--- src/rtl/core/mpts_pkg.sv ---
// Shared types, codes and sizes of the multilevel priority task scheduler.
package mpts_pkg;

  // Sizes settled by the widths of the task and priority fields.
  localparam int TASK_W     = 6;
  localparam int LEVEL_W    = 3;
  localparam int NUM_TASKS  = 1 << TASK_W;
  localparam int NUM_LEVELS = 1 << LEVEL_W;

  typedef logic [TASK_W-1:0]  task_t;
  typedef logic [LEVEL_W-1:0] level_t;

  // Operation codes carried by an item.
  localparam logic [2:0] FUNC_NEXT   = 3'd0;
  localparam logic [2:0] FUNC_ADD    = 3'd1;
  localparam logic [2:0] FUNC_SLEEP  = 3'd2;
  localparam logic [2:0] FUNC_WAKEUP = 3'd3;
  localparam logic [2:0] FUNC_REMOVE = 3'd4;

  // Result status codes.
  localparam logic [1:0] STATUS_OK      = 2'd0;
  localparam logic [1:0] STATUS_PENDING = 2'd1;
  localparam logic [1:0] STATUS_DUP     = 2'd2;

  // Update applied to one level cell.
  typedef enum logic [2:0] {
    LV_NOP,
    LV_INIT,
    LV_SET_HEAD,
    LV_SET_TAIL,
    LV_CLEAR
  } lvl_op_t;

  // Command broadcast to the level cells; the level also selects the read.
  typedef struct packed {
    lvl_op_t op;
    level_t  level;
    task_t   value;
  } lvl_cmd_t;

  // Priority search token handed from the more urgent cell to the next.
  typedef struct packed {
    logic   found;
    level_t level;
    task_t  head;
  } srch_t;

  // Contents of the selected level, handed along the chain.
  typedef struct packed {
    logic  nonempty;
    task_t head;
    task_t tail;
  } lvl_rd_t;

  // Sequencer states.
  typedef enum logic [2:0] {
    ST_IDLE,
    ST_ADD_TAIL,
    ST_ADD_SELF,
    ST_FIND,
    ST_READ,
    ST_UNLINK
  } state_t;

endpackage

--- src/rtl/core/mpts_level_cell.sv ---
// One priority level cell: head, tail and occupancy of one ready queue.
module mpts_level_cell
  import mpts_pkg::*;
(
  input  logic     clk,
  input  logic     rst_n,
  input  level_t   cell_idx,
  input  lvl_cmd_t cmd,
  input  srch_t    srch_in,
  output srch_t    srch_out,
  input  lvl_rd_t  rd_in,
  output lvl_rd_t  rd_out
);

  logic  nonempty_r;
  task_t head_r;
  task_t tail_r;
  logic  hit;

  assign hit = (cmd.level == cell_idx);

  // Occupancy is control state and is cleared by reset.
  always_ff @(posedge clk) begin
    if (!rst_n) begin
      nonempty_r <= 1'b0;
    end else if (hit) begin
      case (cmd.op)
        LV_INIT:  nonempty_r <= 1'b1;
        LV_CLEAR: nonempty_r <= 1'b0;
        default:  nonempty_r <= nonempty_r;
      endcase
    end
  end

  // Head and tail are only looked at while the level is occupied.
  always_ff @(posedge clk) begin
    if (hit) begin
      case (cmd.op)
        LV_INIT: begin
          head_r <= cmd.value;
          tail_r <= cmd.value;
        end
        LV_SET_HEAD: head_r <= cmd.value;
        LV_SET_TAIL: tail_r <= cmd.value;
        default: begin
          head_r <= head_r;
          tail_r <= tail_r;
        end
      endcase
    end
  end

  // The first occupied level along the chain claims the search token.
  always_comb begin
    srch_out = srch_in;
    if (!srch_in.found && nonempty_r) begin
      srch_out = '{found: 1'b1, level: cell_idx, head: head_r};
    end
  end

  // The selected level puts its contents onto the read chain.
  always_comb begin
    rd_out = rd_in;
    if (hit) begin
      rd_out = '{nonempty: nonempty_r, head: head_r, tail: tail_r};
    end
  end

endmodule

--- config.mk ---
export PLATFORM = sky130hd
export DESIGN_NAME = mpts_level_cell
export DESIGN_NICKNAME = d
export VERILOG_FILES = /design/src/rtl/core/mpts_pkg.sv /design/src/rtl/core/mpts_level_cell.sv
export SDC_FILE = /design/constraint.sdc
export NUM_CORES = 1
export LEC_CHECK = 0
export BUFFER_PORTS_ARGS = -buffer_cell sky130_fd_sc_hd__buf_4
export CAP_MARGIN = 10
export CORE_MARGIN = 4
export CORE_UTILIZATION = 40
export CTS_BUF_LIST = sky130_fd_sc_hd__clkbuf_8
export DETAILED_ROUTE_END_ITERATION = 16
export GPL_ROUTABILITY_DRIVEN = 0
export HOLD_SLACK_MARGIN = 0.02
export PLACE_DENSITY = 0.78
export SLEW_MARGIN = 20
export SYNTH_ARGS = -nofsm -noshare
export SYNTH_HDL_FRONTEND = slang
export SYNTH_SLANG_ARGS = --single-unit
--- constraint.sdc ---
create_clock -name clk -period 2.3 [get_ports clk]
set_clock_uncertainty 0.1 [all_clocks]
set_input_delay 0.46 -clock clk [delete_from_list [all_inputs] [get_ports clk]]
set_output_delay 0.46 -clock clk [all_outputs]
set_load 0.005 [all_outputs]
# Yosys cells after proc, flatten, opt, wreduce, memory -nomap -nowiden
# Index checks and enable logic that the tools add are counted.
totals:
  reg_bits: 13
  latchBits: 0
  ramBits: 0
  mem_bits_ro: 0
  in_bits: 40
  elab_cells: 19
  memories: 0
op_classes:
  addsub: 0
  multipliers: 0
  div_mod_pow: 0
  magnitude_cmp: 0
  n_eq_ne: 5
  shift: 0
  n_mux: 3
  bitwise: 0
  reduce_logical: 8
ops:
  columns: ["cell", "n"]
  rows:
  - ["$mux 13", 1]
  - ["$mux 10", 1]
  - ["$eq 3x2->1 const B", 2]
  - ["$reduce_and 2->1", 3]
  - ["$reduce_or 2->1", 2]
  - ["$eq 3x1->1 const B", 1]
  - ["$eq 3x3->1", 1]
  - ["$eq 3x3->1 const B", 1]
  - ["$pmux 1 s2", 1]
  - ["$reduce_bool 2->1", 1]
  - ["$logic_and 1x1->1", 1]
  - ["$logic_not 1->1", 1]

# Logic depth before layout (Yosys ltp)
depth:
  depth_word: 3
  mapped_depth: 4
  mapped_depth_nobuf: 3

# Worst setup path after synthesis
# No wires, ideal clock.
synth_timing:
  kind: "in2reg"
  from: "input cell_idx[0]"
  to: "register head_r[0] (enable)"
  setup_time_ps: 377
  arrival_time_ps: 1562
  t_required_ps: 1823
  path_slack_ps: 261
  path_stages: 4
  n_path_buf: 1
  path_cell_list: "xnor2_1 -> nand3_2 -> buf_6 -> nor3_1"
synth_between:
  elab_chain_cells: 2
synth_rtl:
  columns: ["item", "line", "text"]
  rows:
  - ["start: declaration", "mpts_level_cell.sv:7", "input level_t cell_idx,"]
  - ["$eq 3x3->1", "mpts_level_cell.sv:20", "assign hit = (cmd.level == cell_idx);"]
  - ["$reduce_and 2->1 (no source line)", null, null]
  - ["end signal: assignment", "mpts_level_cell.sv:40", "head_r <= cmd.value;"]
  - ["end signal: assignment", "mpts_level_cell.sv:43", "LV_SET_HEAD: head_r <= cmd.value;"]
  - ["end signal: assignment", "mpts_level_cell.sv:46", "head_r <= head_r;"]
  - ["end: declaration", "mpts_level_cell.sv:16", "task_t head_r;"]
# No other way between the ends.
# A chain may end at the register's enable or synchronous reset.

==> results.md <==
* Status: finished clean
* FF+latch count, synth at 13
* Post-synth top cells: mux2_2 (14), edfxtp_1 (12), mux2_4 (8), xnor2_1 (4), inv_1 (3)
* Sequential power share at 41.2%
* Row Count at 15
* Final setup TNS at 0 ns
* GRT Total Usage at 16.53%
* Dpl cells at 143
* Slew margin rel. at 69.09%
* Clock Tree Buf Depth at 2
* Power Total at 0.6580 mW
* Clk pwr share at 29.8%
* Yosys top cell area share at approximately 45%
* Synth Warn # at 0
* Crit-path slowest cell: mux2_4
* Die Footprint at 2759 µm²
* Ys async rst share at 0%
* Post-synth top area cell: edfxtp_1
* Cells after Synth at 54
* Worst-path fanout max at 8
* Sequence of cells on the critical path: buf_4 > xnor2_1 > nand3_2 > buf_4 > mux2_4 > buf_4
* Clock sinks at 13
* Final setup fails at 0
* Critical path required time at 1.74 ns
* H-tree depth at 1
* GRT overflow at 0
* CTS tree: done
* CTS clk-pin slew, worst paths at 0.06 ns
* Most common cell in the netlist: mux2_2
* Total Routed Length at 2.159 mm
* Clk_lat worst skew at 0.24 ns
* Static leakage at 0.6338 nW
* Reg2reg path depth at 3
* Path type of the worst min-delay path: in -> reg
* Number of flops mapped to enable cells by yosys at 12
* Startpoint types: input pin
* WP data arrival at around 1.6 ns
* Share of cells above drive strength 1 at 77.05%
* Vias in the first global route at 755
* P_int at slightly above 0.5 mW
* TritonCTS buffer count at 3
* Hold_sp: cmd[0]
* Min Tclk post-route at 2.170 ns
* Syn Area/Cell at 14.69 µm²
* Die X at roughly 53 µm
* Worst IR Drop VDD at roughly 0.40 mV
* Final worst path period share at between 90% and 100%
* Non-Filler Instances at 147
* CP Depth at 6
* Worst R2R End: nonempty_r$_SDFFE_PN0P_
* Hpwl dp at between 1.5 and 2 mm
* Post-CTS setup buffer count at 0
* Slowest Stage Delay on Critical Path at 0.30 ns
* Max cap viols at 0
* Worst Hold End: head_r[0]$_DFFE_PP_
* Synth unique cells at 17
* Die H at 52.53 µm
* RR Startpoint: nonempty_r$_SDFFE_PN0P_
* Layout net count at about 160
* GRT met2 Usage at 33.68%
* Met3 Track Usage GR at around 4.0%
* Vias per inst at 4.701
* Initial Util at 44.03%
* R2R setup slack at 1.33 ns
* DR vias at ~690
* Largest net degree at the start of global routing at 10
* Fill cells at 141
* Crit-path most repeated cell: buf_4
* Worst Hold Depth at 1
* Gate power share at between 20% and 30%
* Placement Cell Area at 1304 µm²
* Antenna diode count at 0
* Setup CP Type: in -> out
* CP Capture Type: primary output
* I/O Pins at 63
* Tightest Pin Transition at around 0.46 ns
* Max Clock Freq at 460.8 MHz
* Design Area, Final at 1349 µm²
* Synth top area cells: edfxtp_1 (45%), mux2_2 (20%), mux2_4 (15%)
* Met1 Usage GRT at roughly 16%
* Drt first pass iters at 4
* Cell family with most CP delay: buffers and inverters
* Synth Cell Area at 793.3 µm²
* Most common flop cell mapped by yosys: edfxtp_1
* PwrDens at roughly 500 nW/µm²
* Fin. max-slew vios at 0
* Register area share after synthesis at approximately 48%
* Switching share of power at 21.65%
* Buf/Inv on CP at 3
* Post-cts resize count at 0
* Final ANT Viol Nets at 0
* DR DRC count at 0
* Net count after synthesis at 94
* PortBufs at 62
* # hold bufs at CTS at 0
* Clock root buffer: clkbuf_8
* Drt initial violations at 8
* Final-report hold violation count at 0
* Layout area overhead at 70.03%
* Gr busiest metal: met2
* RSZ-0062 raised after global routing: no
* DR WL/cell at between 10 and 15 µm
* Core area at ~1800 µm²
* First-pass GRT wire length at 3.291 mm
* Initial antenna violation count at 0
* Switching pwr at around 0.14 mW
power groups by stage:
stage	Clock (mW)	Combinational [mW]	Sequential (mW)
finish	0.196	0.191	0.271
global route	0.206	0.207	0.272
CTS	0.196	0.194	0.271
detailed placement	0	0.193	0.276
global placement	0	0.190	0.276
floorplan	0	0.0786	0.274
stage by stage:
stage                     setup WS [ns]  util [%]  hold WS (ns)
after global routing            0.07702     74.86        0.2993
after global placement           0.1404     72.36        0.5474
final                            0.1298     74.86        0.3047
after floorplan                  0.2614         -        0.4589
after detailed placement         0.1401     72.36        0.5493
after CTS                        0.1331     74.86        0.3030
layer usage:
layer / share of wire [%] / wire length (µm)
met1: 36 / 769
met2: 58 / 1242
met3: 6.1 / 131
met4: 0.74 / 16
met5: 0 / 0
state kept, by name, summed over array words and instances (netlist names):
name and count:
tail_r 6, head_r 6, nonempty_r 1
worst reg2reg max path, cell delays in order, from the launching register on:
cell and delay [ns]:
dfxtp_1 0.33, inv_1 0.08, a21oi_1 0.05, o31a_1 0.29
cells by family (layout without fill, tap and decap cells):
| family | count (synthesis) | in the layout | synth area share, % |
|---|---|---|---|
| AOI/OAI and AO/OA | 3 | 3 | 2.839 |
| buffers and inverters | 5 | 73 | 3.469 |
| muxes | 22 | 22 | 35.02 |
| xor gates and xnor gates | 4 | 4 | 4.416 |
| and+or+nand+nor | 7 | 7 | 6.311 |
| DFF | 13 | 13 | 47.95 |
cells in the final DEF, fill, tap and decap left out, types with 2 or more instances in the layout:
cell and n:
buf_4 66, inv_1 4, xnor2_1 4, mux2_2 14, clkbuf_8 3, edfxtp_1 12, mux2_4 8, nor3_1 2
worst max path at each step:
| stage | from | endpoint | slack, ns |
|---|---|---|---|
| after floorplan | cell_idx[0] | head_r[0]$_DFFE_PP_ | 0.26 |
| after global placement | cell_idx[2] | rd_out[9] | 0.14 |
| after detailed placement | cell_idx[2] | rd_out[9] | 0.14 |
| after CTS | cell_idx[2] | rd_out[9] | 0.13 |
| after global routing | cell_idx[2] | rd_out[8] | 0.08 |
| final | cell_idx[0] | rd_out[9] | 0.13 |
final cells by class:
cell class / count / area [µm²] / area share (%)
Clock inverter: 1 / 3.754 / 0.2783
Multi-Input combinational cell: 36 / 385.4 / 28.57
Inverter: 3 / 11.26 / 0.8349
Sequential cell: 13 / 380.4 / 28.20
Tap cell: 25 / 31.28 / 2.319
Clock buffer: 3 / 41.29 / 3.061
Timing Repair Buffer: 66 / 495.5 / 36.73
Note: power is estimated with default switching activity, not from simulation.
